$ cat src/hw/rtl/rssf_pkg.sv
// Shared types, constants and helper functions for the radix seven-segment formatter.
package rssf_pkg;

    // Active-low code with every segment off
    localparam logic [7:0] SEG_BLANK = 8'hff;

    // Byte address of the radix mode register
    localparam logic [1:0] REG_RADIX_ADDR = 2'd0;

    // Digit breakup selected by the radix register
    typedef enum logic [1:0] {
        RADIX_DEC = 2'd0,
        RADIX_HEX = 2'd1,
        RADIX_OCT = 2'd2,
        RADIX_BIN = 2'd3
    } radix_t;

    // Pipeline stage load enables
    typedef struct packed {
        logic en2;
        logic en3;
    } stage_en_t;

    // Five display positions, position 0 in the low byte
    typedef struct packed {
        logic [7:0] pos4;
        logic [7:0] pos3;
        logic [7:0] pos2;
        logic [7:0] pos1;
        logic [7:0] pos0;
    } seg_word_t;

    // Hex digit to active-low segment code
    function automatic logic [7:0] seg_code(input logic [3:0] digit);
        logic [7:0] code;
        case (digit)
            4'h0: code = 8'hc0;
            4'h1: code = 8'hf9;
            4'h2: code = 8'ha4;
            4'h3: code = 8'hb0;
            4'h4: code = 8'h99;
            4'h5: code = 8'h92;
            4'h6: code = 8'h82;
            4'h7: code = 8'hf8;
            4'h8: code = 8'h80;
            4'h9: code = 8'h98;
            4'ha: code = 8'h88;
            4'hb: code = 8'h83;
            4'hc: code = 8'hc6;
            4'hd: code = 8'ha1;
            4'he: code = 8'h86;
            default: code = 8'h8e;
        endcase
        return code;
    endfunction

    // Split a value below 100 into tens (high nibble) and ones (low nibble)
    function automatic logic [7:0] split99(input logic [6:0] x);
        logic [17:0] prod;
        logic [3:0]  tens;
        logic [6:0]  ones;
        prod = 18'(x) * 18'd205;
        tens = prod[14:11];
        ones = x - 7'(7'(tens) * 7'd10);
        return {tens, ones[3:0]};
    endfunction

endpackage

$ cat src/hw/rtl/radix_seven_segment_formatter.sv
// Top level of the radix seven-segment formatter: handshakes, config and pipeline control.
//
// Usage:
//   Input requests arrive on s_tvalid/s_tready/s_tdata, one 16-bit value each.
//   Each request yields one result on m_tvalid/m_tready/m_tdata: five
//   active-low segment bytes for a four-digit display with a colon slot at
//   position 2, which is always blank.
//   The radix register (APB byte address 0) picks decimal, hex, octal or
//   binary digits; write it only while no request is in flight.
// Timing:
//   Requests pass from acceptance to m_tvalid through a four-register
//   pipeline (input, modulo 10000, hundreds split, result).
//   Throughput is one request per cycle while m_tready is high; each stage
//   loads whenever it is empty or the stage after it moves, so bubbles collapse.
// Reset:
//   rst_n clears all valid flags and sets the radix to decimal.
// Stall:
//   When m_tready is low the result holds, the stages behind it fill up, and
//   s_tready drops once all four stages hold a request.
module radix_seven_segment_formatter
    import rssf_pkg::*;
(
    input  logic        clk,
    input  logic        rst_n,
    // APB configuration port
    input  logic        psel,
    input  logic        penable,
    input  logic        pwrite,
    input  logic [1:0]  paddr,
    input  logic [31:0] pwdata,
    output logic [31:0] prdata,
    output logic        pready,
    // input stream
    input  logic        s_tvalid,
    output logic        s_tready,
    input  logic [15:0] s_tdata,   // [15:0] value
    // result stream
    output logic        m_tvalid,
    input  logic        m_tready,
    output logic [39:0] m_tdata    // [7:0] seg_pos0, [15:8] seg_pos1, [23:16] seg_pos2,
                                   // [31:24] seg_pos3, [39:32] seg_pos4
);

    radix_t      radix_reg;
    logic        v1_reg;
    logic        v2_reg;
    logic        v3_reg;
    logic        vo_reg;
    logic [15:0] value1_reg;
    seg_word_t   out_reg;
    seg_word_t   out_next;
    logic        en1;
    logic        en2;
    logic        en3;
    logic        en_o;
    stage_en_t   stage_en;
    logic [6:0]  hund3;
    logic [6:0]  rem3_lo;
    logic [15:0] raw3;

    // Load enables: a stage loads when empty or when its successor moves
    always_comb
    begin
        en_o = !vo_reg || m_tready;
        en3  = !v3_reg || en_o;
        en2  = !v2_reg || en3;
        en1  = !v1_reg || en2;
        stage_en.en2 = en2;
        stage_en.en3 = en3;
    end

    assign s_tready = en1;

    // Radix register write
    always_ff @(posedge clk or negedge rst_n)
    begin
        if (!rst_n)
        begin
            radix_reg <= RADIX_DEC;
        end
        else if (psel && penable && pwrite && paddr == REG_RADIX_ADDR)
        begin
            radix_reg <= radix_t'(pwdata[1:0]);
        end
    end

    assign pready = 1'b1;
    assign prdata = (paddr == REG_RADIX_ADDR) ? {30'd0, radix_reg} : 32'd0;

    // Stage valid flags
    always_ff @(posedge clk or negedge rst_n)
    begin
        if (!rst_n)
        begin
            v1_reg <= 1'b0;
            v2_reg <= 1'b0;
            v3_reg <= 1'b0;
            vo_reg <= 1'b0;
        end
        else
        begin
            if (en1)  v1_reg <= s_tvalid;
            if (en2)  v2_reg <= v1_reg;
            if (en3)  v3_reg <= v2_reg;
            if (en_o) vo_reg <= v3_reg;
        end
    end

    // Input and result payload registers
    always_ff @(posedge clk)
    begin
        if (en1)
        begin
            value1_reg <= s_tdata;
        end
        if (en_o)
        begin
            out_reg <= out_next;
        end
    end

    rssf_dec_split u_dec_split (
        .clk      (clk),
        .stage_en (stage_en),
        .value1   (value1_reg),
        .hund3    (hund3),
        .rem3_lo  (rem3_lo),
        .raw3     (raw3)
    );

    rssf_seg_encode u_seg_encode (
        .radix    (radix_reg),
        .hund3    (hund3),
        .rem3_lo  (rem3_lo),
        .raw3     (raw3),
        .segs     (out_next)
    );

    assign m_tvalid = vo_reg;
    assign m_tdata  = out_reg;

    // Colon slot is always blank on a valid result
    assert property (@(posedge clk) disable iff (!rst_n)
        m_tvalid |-> out_reg.pos2 == SEG_BLANK)
        else $error("colon slot not blank");

    // Lowest position always shows a digit
    assert property (@(posedge clk) disable iff (!rst_n)
        m_tvalid |-> out_reg.pos0 != SEG_BLANK)
        else $error("position 0 blanked");

    // A shown top digit implies the digits below it are shown too
    assert property (@(posedge clk) disable iff (!rst_n)
        (m_tvalid && out_reg.pos4 != SEG_BLANK) |->
            (out_reg.pos3 != SEG_BLANK && out_reg.pos1 != SEG_BLANK))
        else $error("blanking gap below a shown digit");

    // An empty result register never blocks the input side
    assert property (@(posedge clk) disable iff (!rst_n)
        !vo_reg |-> s_tready)
        else $error("input stalled with empty result register");

    // A request in the last stage enters the result register when that register loads
    assert property (@(posedge clk) disable iff (!rst_n)
        (en_o && v3_reg) |=> vo_reg)
        else $error("result lost between stages");

endmodule

$ cat src/hw/rtl/rssf_dec_split.sv
// Decimal front end: modulo 10000 and hundreds split over two register stages.
module rssf_dec_split
    import rssf_pkg::*;
(
    input  logic        clk,
    input  stage_en_t   stage_en,
    input  logic [15:0] value1,
    output logic [6:0]  hund3,
    output logic [6:0]  rem3_lo,
    output logic [15:0] raw3
);

    logic [13:0] mod_reg;
    logic [13:0] mod_next;
    logic [15:0] raw2_reg;
    logic [6:0]  hund_reg;
    logic [6:0]  hund_next;
    logic [6:0]  rem_lo_reg;
    logic [15:0] raw3_reg;
    logic [2:0]  tenk;
    logic [15:0] tenk_val;
    logic [26:0] prod;

    // Count whole ten-thousands with parallel compares
    always_comb
    begin
        tenk = 3'd0;
        if (value1 >= 16'd10000) tenk = 3'd1;
        if (value1 >= 16'd20000) tenk = 3'd2;
        if (value1 >= 16'd30000) tenk = 3'd3;
        if (value1 >= 16'd40000) tenk = 3'd4;
        if (value1 >= 16'd50000) tenk = 3'd5;
        if (value1 >= 16'd60000) tenk = 3'd6;
        case (tenk)
            3'd1:    tenk_val = 16'd10000;
            3'd2:    tenk_val = 16'd20000;
            3'd3:    tenk_val = 16'd30000;
            3'd4:    tenk_val = 16'd40000;
            3'd5:    tenk_val = 16'd50000;
            3'd6:    tenk_val = 16'd60000;
            default: tenk_val = 16'd0;
        endcase
        mod_next = 14'(value1 - tenk_val);
    end

    // Hundreds by reciprocal multiply, exact for values below 10000
    always_comb
    begin
        prod      = 27'(mod_reg) * 27'd5243;
        hund_next = prod[25:19];
    end

    // Advance the payload registers
    always_ff @(posedge clk)
    begin
        if (stage_en.en2)
        begin
            mod_reg  <= mod_next;
            raw2_reg <= value1;
        end
        if (stage_en.en3)
        begin
            hund_reg   <= hund_next;
            rem_lo_reg <= mod_reg[6:0];
            raw3_reg   <= raw2_reg;
        end
    end

    assign hund3   = hund_reg;
    assign rem3_lo = rem_lo_reg;
    assign raw3    = raw3_reg;

endmodule

$ cat src/hw/rtl/rssf_seg_encode.sv
// Digit selection by radix, segment lookup and leading-zero blanking.
module rssf_seg_encode
    import rssf_pkg::*;
(
    input  radix_t      radix,
    input  logic [6:0]  hund3,
    input  logic [6:0]  rem3_lo,
    input  logic [15:0] raw3,
    output seg_word_t   segs
);

    logic [13:0] hund_x100;
    logic [6:0]  below_hund;
    logic [7:0]  hi_pair;
    logic [7:0]  lo_pair;
    logic [3:0]  dg0;
    logic [3:0]  dg1;
    logic [3:0]  dg2;
    logic [3:0]  dg3;
    logic        blank3;
    logic        blank2;
    logic        blank1;

    // Finish the decimal split: value below 100 and two digit pairs
    always_comb
    begin
        hund_x100  = 14'(hund3) * 14'd100;
        below_hund = rem3_lo - hund_x100[6:0];
        hi_pair    = split99(hund3);
        lo_pair    = split99(below_hund);
    end

    // Pick the four digits for the current radix
    always_comb
    begin
        case (radix)
            RADIX_DEC:
            begin
                dg0 = lo_pair[3:0];
                dg1 = lo_pair[7:4];
                dg2 = hi_pair[3:0];
                dg3 = hi_pair[7:4];
            end
            RADIX_HEX:
            begin
                dg0 = raw3[3:0];
                dg1 = raw3[7:4];
                dg2 = raw3[11:8];
                dg3 = raw3[15:12];
            end
            RADIX_OCT:
            begin
                dg0 = {1'b0, raw3[2:0]};
                dg1 = {1'b0, raw3[5:3]};
                dg2 = {1'b0, raw3[8:6]};
                dg3 = {1'b0, raw3[11:9]};
            end
            default:
            begin
                dg0 = {3'b000, raw3[0]};
                dg1 = {3'b000, raw3[1]};
                dg2 = {3'b000, raw3[2]};
                dg3 = {3'b000, raw3[3]};
            end
        endcase
    end

    // Blank zeros from the top down; the lowest digit always shows
    always_comb
    begin
        blank3    = (dg3 == 4'd0);
        blank2    = blank3 && (dg2 == 4'd0);
        blank1    = blank2 && (dg1 == 4'd0);
        segs.pos0 = seg_code(dg0);
        segs.pos1 = blank1 ? SEG_BLANK : seg_code(dg1);
        segs.pos2 = SEG_BLANK;
        segs.pos3 = blank2 ? SEG_BLANK : seg_code(dg2);
        segs.pos4 = blank3 ? SEG_BLANK : seg_code(dg3);
    end

endmodule
$ cat config.mk
export PLATFORM = sky130hd
export DESIGN_NAME = radix_seven_segment_formatter
export DESIGN_NICKNAME = d
export VERILOG_FILES = /design/src/hw/rtl/rssf_pkg.sv /design/src/hw/rtl/radix_seven_segment_formatter.sv /design/src/hw/rtl/rssf_dec_split.sv /design/src/hw/rtl/rssf_seg_encode.sv
export SDC_FILE = /design/constraint.sdc
export NUM_CORES = 1
export LEC_CHECK = 0
export BUFFER_PORTS_ARGS = -buffer_cell sky130_fd_sc_hd__clkbuf_2
export CAP_MARGIN = 20
export CORE_MARGIN = 2
export CORE_UTILIZATION = 45
export CTS_BUF_LIST = sky130_fd_sc_hd__clkbuf_4 sky130_fd_sc_hd__clkbuf_8
export CTS_CLUSTER_SIZE = 30
export DETAILED_ROUTE_END_ITERATION = 12
export MAX_ROUTING_LAYER = met4
export PLACE_DENSITY = 0.64
export SLEW_MARGIN = 10
export SYNTH_ARGS = -nofsm -noshare
export SYNTH_HDL_FRONTEND = slang
export SYNTH_HIERARCHICAL = 1
export SYNTH_SLANG_ARGS = --single-unit
$ cat constraint.sdc
create_clock -name clk -period 16.3 [get_ports clk]
set_input_delay 2.445 -clock clk [delete_from_list [all_inputs] [get_ports clk]]
set_output_delay 2.445 -clock clk [all_outputs]
set_load 0.005 [all_outputs]
==> results of run 1 <==
[metrics by stage]
stage	hold WS, ns	util	setup slack [ns]	std cells
detailed placement	0.405	0.482	9.28	1427
global placement	0.403	0.482	9.35	1427
global route	0.425	0.497	8.84	1459
finish	0.408	0.497	9.33	1459
floorplan	0.400	-	9.80	1092
CTS	0.414	0.497	9.24	1459
[per-layer routing]
metal,routed length [um],up-vias
met2,9950,118
met1,9700,3489
li1,-,3684
met4,138,0
met5,0,-
met3,684,15
[worst max-delay path, stage by stage (launching register included)]
cell	delay, ns
edfxtp_1	0.47
inv_1	0.22
ha_1	0.27
a21o_1	0.18
a21o_1	0.18
xor2_1	0.31
ha_1	0.34
fa_1	0.47
ha_1	0.29
inv_1	0.05
fa_1	0.50
inv_1	0.04
ha_1	0.29
a211oi_1	0.46
nor3_1	0.17
a2111oi_4	0.41
inv_1	0.10
ha_1	0.21
fa_1	0.38
xor2_1	0.16
xnor2_1	0.14
xnor2_1	0.17
a211oi_4	0.54
xnor2_1	0.14
o221a_1	0.23
[worst paths after layout]
kind                       cells after the start  slack, ns                     from             endpoint
max in group asynchronous                      1      14.30                    rst_n             m_tvalid
setup reg to reg                              24       9.33     u_dec_split/hund3[1]           m_tdata[0]
min in group asynchronous                      1       1.83                    rst_n         radix_reg[1]
hold reg to reg                                0       0.41  u_dec_split/raw2_reg[4]  u_dec_split/raw3[4]
setup / recovery                              24       9.33     u_dec_split/hund3[1]           m_tdata[0]
hold / removal                                 0       0.41  u_dec_split/raw2_reg[4]  u_dec_split/raw3[4]
[placed cells by master (no fill, tap or decap), types with 10 or more instances in the layout]
cell,instances
edfxtp_1,108
nor3_1,13
nand2_1,46
inv_1,188
nor2_1,35
xnor2_1,32
a21o_1,12
o211ai_1,11
conb_1,43
clkbuf_2,70
fa_1,82
a21oi_1,39
o21ai_0,31
ha_1,201
clkbuf_8,17
nand3_1,20
mux2i_1,10
[cell families after synthesis]
logic type      count (synthesis)
buf+inv                       251
other cells                     3
simple gates                  171
xor+xnor                       39
flops                         114
fa+ha+maj                     283
compound gates                177
mux                            14
[layout make-up]
type	count	area [um^2]
clock buffers	18	241
clock inverters	14	139
fillers	2232	12300
inverters	189	709
multi-input cells	727	6910
flip-flops and latches	114	3390
well taps	324	405
repair buffers	73	373
==> results.json, run 1 <==
{
  "status": "finished clean",
  "die_h_um": 162,
  "row_count": 57,
  "async_flop_share": 0.0526,
  "max_freq_ghz": 0.143,
  "slew_headroom": 0.346,
  "post-dp-hpwl_um": 16800,
  "synthSimpleGateAreaFrac": 0.0746,
  "clockBufferDepth": 2,
  "routed_wl_um": 20500,
  "cp.required_ns": 16.49,
  "cts_buffers": 17,
  "first_pass_iters": 4,
  "num_vias": 7306,
  "ioPinCount": 132,
  "wire_per_inst_um": 14.0,
  "grt_pass1_wl_um": 34600,
  "min_path_type": "reg2reg",
  "synth_top_area_cell": "edfxtp_1",
  "tns_ns": 0,
  "yosysTopAreaCellShare": 0.288,
  "synth_cell_types": 74,
  "netlist_top_cells_count": "ha_1, inv_1, edfxtp_1",
  "cts_tree": "done",
  "synth.avg_cell_area_um2": 10.7,
  "post_cts_buffers": 0,
  "grt_pass1_vias": 7120,
  "grt_max_degree": 42,
  "final_nets": 1462,
  "worstSetupPathType": "reg2reg",
  "viasPerCell": 5.01,
  "gp_congestion": 0.888,
  "grtUsageMet2": 0.268,
  "cts_hold_buf": 0,
  "met3_usage": 0.0286,
  "ys.flop_type": "edfxtp_1",
  "synth.most_common_cell": "ha_1",
  "crit_path_end_kind": "flop",
  "ys_seq_area_frac": 0.301,
  "drc": 0,
  "design_area_mm2": 0.0122,
  "antennaDiodeCount": 0,
  "synth_xor_area_frac": 0.0303,
  "post_cts_resized": 0,
  "place_area_mm2": 0.0118,
  "drt_iter0_drc": 345,
  "h-tree-depth": 4,
  "core_area_mm2": 0.0245,
  "ys_ff_latch": 114,
  "grt_antenna_before_repair": 0,
  "synth-adder-area-share": 0.369,
  "die_width_um": 162,
  "drive_above_1_share": 0.108,
  "cp_max_fo": 14,
  "report.final.slew_viol_count": 0,
  "period_needed_ns": 6.97,
  "skew_ns": 0.0173,
  "synth_top_family_by_area": "adder cells",
  "cp.arrival_ns": 7.16,
  "area_growth_pct": 7.90,
  "ys_top_cells_by_area": "edfxtp_1, ha_1, fa_1, inv_1, buf_4",
  "portBuffers": 70,
  "die-area_mm2": 0.0263,
  "synth_cells": 1052,
  "grt_most_used_layer": "met2",
  "synth_compound_area_frac": 0.112,
  "drtAntennaViolNets": 0,
  "yosysWarnings": 6,
  "fin_crit_sh": 0.428,
  "synthMuxAreaShare": 0.0129,
  "setup_viol": 0,
  "syn-cell-area_mm2": 0.0113,
  "track_usage": 0.169,
  "maxCapViolations": 0,
  "grtUsageMet1": 0.230,
  "finalHoldViolCount": 0,
  "clock_sinks": 114,
  "grt_overflow": 0,
  "critPathLaunchType": "flop",
  "clk_latency_ns": 0.44,
  "largest_reg_flops": 40,
  "cts-root-buf": "clkbuf_8",
  "rsz0062_at_grt": "no",
  "synth_edf_count": 108,
  "initial_core_util": 0.461,
  "tightest_slew_ns": 0.981,
  "path_clk_slew_ns": 0.08
}
Power of run 1 is left out: the tool's default activity adds up to more than one toggle a clock period on the data nets, which glitch-free logic cannot reach.
==> inputs of run 2 (changes only) <==
--- a/config.mk
+++ b/config.mk
@@ -13,7 +13,7 @@
 export CTS_CLUSTER_SIZE = 30
 export DETAILED_ROUTE_END_ITERATION = 12
 export MAX_ROUTING_LAYER = met4
-export PLACE_DENSITY = 0.64
+export PLACE_DENSITY = 0.67
 export SLEW_MARGIN = 10
 export SYNTH_ARGS = -nofsm -noshare
 export SYNTH_HDL_FRONTEND = slang
==> constraint.sdc (replaced) <==
create_clock -name clk -period 5.9 [get_ports clk]
set_input_delay 0.885 -clock clk [delete_from_list [all_inputs] [get_ports clk]]
set_output_delay 0.885 -clock clk [all_outputs]
set_load 0.005 [all_outputs]
==> run 2 against run 1 <==
Compared with the run above: the run now ends with negative setup slack left; die area did not move; maximum frequency up 14%; worst hold slack got worse by 0.14 ns; final cell count rose by 3.7%; sequential cell count unchanged; via count rose by 4.9%; sequential share of layout area fell by 1.5 points; non-clock buffer count is 55 higher; utilization grew 2.8 points; clock-buffer cell count rose by 4; register-to-register slack lost 9.5 ns; critical path type unchanged.
==> results.json, run 2 (synthesis results as in run 1) <==
{
  "status": "complete, but fails checks",
  "violations": "negative setup slack",
  "cts_hold_buf": 0,
  "maxCapViolations": 0,
  "finalHoldViolCount": 0,
  "cp_max_fo": 6,
  "final_common_cell": "ha_1",
  "fin_crit_sh": 1.03,
  "post-dp-hpwl_um": 17500,
  "final_nets": 1517,
  "grt_antenna_before_repair": 0,
  "min_path_type": "in2async",
  "portBuffers": 70,
  "cts_tree": "done",
  "path_clk_slew_ns": 0.07,
  "grt_pass1_wl_um": 36500,
  "h-tree-depth": 4,
  "largest_reg_flops": 40,
  "dp_cells": 1471,
  "setup_viol": 9,
  "drtAntennaViolNets": 0,
  "fin_util": 0.526,
  "grt_pass1_vias": 7829,
  "cts-root-buf": "clkbuf_8",
  "clockBufferDepth": 2,
  "critPathLaunchType": "flop",
  "period_needed_ns": 6.10,
  "row_count": 57,
  "die_h_um": 162,
  "die_width_um": 162,
  "drt_iter0_drc": 371,
  "routed_wl_um": 21800,
  "worstSetupPathType": "reg2reg",
  "max_freq_ghz": 0.164,
  "slew_headroom": 0.360,
  "layout_common_cells": "ha_1, inv_1, edfxtp_1",
  "skew_ns": 0.0114,
  "first_pass_iters": 5,
  "ioPinCount": 132,
  "grt_max_degree": 42,
  "clk_latency_ns": 0.44,
  "crit_path_end_kind": "flop",
  "grt_overflow": 0,
  "clock_sinks": 114,
  "gp_congestion": 0.875,
  "reg2reg_slack_ns": -0.20,
  "initial_core_util": 0.461,
  "wire_per_inst_um": 14.4,
  "setup_ws_ns": -0.196,
  "core_area_mm2": 0.0245,
  "drive_above_1_share": 0.185,
  "drc": 0,
  "num_vias": 7663,
  "tightest_slew_ns": 0.960,
  "cp.required_ns": 6.08,
  "die-area_mm2": 0.0263,
  "cts_buffers": 17,
  "report.final.slew_viol_count": 0,
  "track_usage": 0.178,
  "fillers": 2098,
  "viasPerCell": 5.06,
  "antennaDiodeCount": 0,
  "rsz0062_at_grt": "yes",
  "area_growth_pct": 14.0,
  "cp.arrival_ns": 6.28,
  "finalNonFillerCells": 1513
}
run 2: worst paths after layout:
kind / endpoint / depth (start not counted) / start
min in group clk: u_dec_split/raw3[9] / 0 / u_dec_split/raw2_reg[9]
worst max register to register: m_tdata[0] / 26 / u_dec_split/hund3[0]
worst min-delay path: v2_reg / 1 / rst_n
worst max-delay path: m_tdata[0] / 26 / u_dec_split/hund3[0]
worst min register to register: u_dec_split/raw3[9] / 0 / u_dec_split/raw2_reg[9]
max in group asynchronous: radix_reg[0] / 1 / rst_n
run 2: repair_timing:
| action | CTS | global route |
|---|---|---|
| pin swaps | 27 | 9 |
| gates cloned | 1 | 0 |
| setup endpoints to repair | 9 | 20 |
| gates resized for setup | 14 | 28 |
| setup buffers | 4 | 6 |
run 2: routing by layer:
layer  global-route usage  routed length (um)  up-vias  part of all wire
met3               0.0255                 850       26             0.039
met2                0.307               11100      162              0.51
met5                    -                   0        -                 0
met1                0.220                9580     3677              0.44
met4               0.0471                 269        0             0.012
li1                     -                   -     3798                 -
run 2: cell type report:
| cell class | count | area, um^2 | share of cell area |
|---|---|---|---|
| multi-input combinational | 727 | 7160 | 0.557 |
| sequential | 114 | 3390 | 0.264 |
| inverter | 189 | 709 | 0.0552 |
| clock buffer | 22 | 284 | 0.0221 |
| clock inverter | 9 | 110 | 0.00856 |
| timing repair buffer | 128 | 793 | 0.0617 |
| tap | 324 | 405 | 0.0315 |
run 2: stage by stage:
step	TNS [ns]	cell area (um^2)	setup slack [ns]	hold slack, ns
2_1_floorplan	-0.576	11500	-0.155	0.400
6_report	-1.12	12900	-0.196	0.265
3_3_place_gp	-1.19	12200	-0.250	0.401
5_1_grt	-4.96	12900	-0.422	0.257
4_1_cts	-1.96	12700	-0.324	0.244
3_5_place_dp	-2.01	12200	-0.381	0.405
run 2: critical path: stages (launching register included):
cell and delay [ns]:
edfxtp_1 0.48, ha_4 0.17, inv_2 0.04, fa_2 0.33
a21o_1 0.19, a21oi_2 0.17, xnor2_2 0.19, ha_4 0.26
ha_4 0.21, fa_1 0.49, inv_1 0.05, fa_1 0.48
inv_1 0.04, ha_1 0.26, and3_1 0.15, o2111a_2 0.14
mux2i_2 0.17, a2111oi_4 0.25, inv_1 0.08, ha_2 0.19
fa_2 0.33, xor2_1 0.17, xnor2_1 0.13, xnor2_1 0.16
a211oi_4 0.35, xnor2_1 0.14, o221a_1 0.22
Power of run 2 is left out for the same reason.
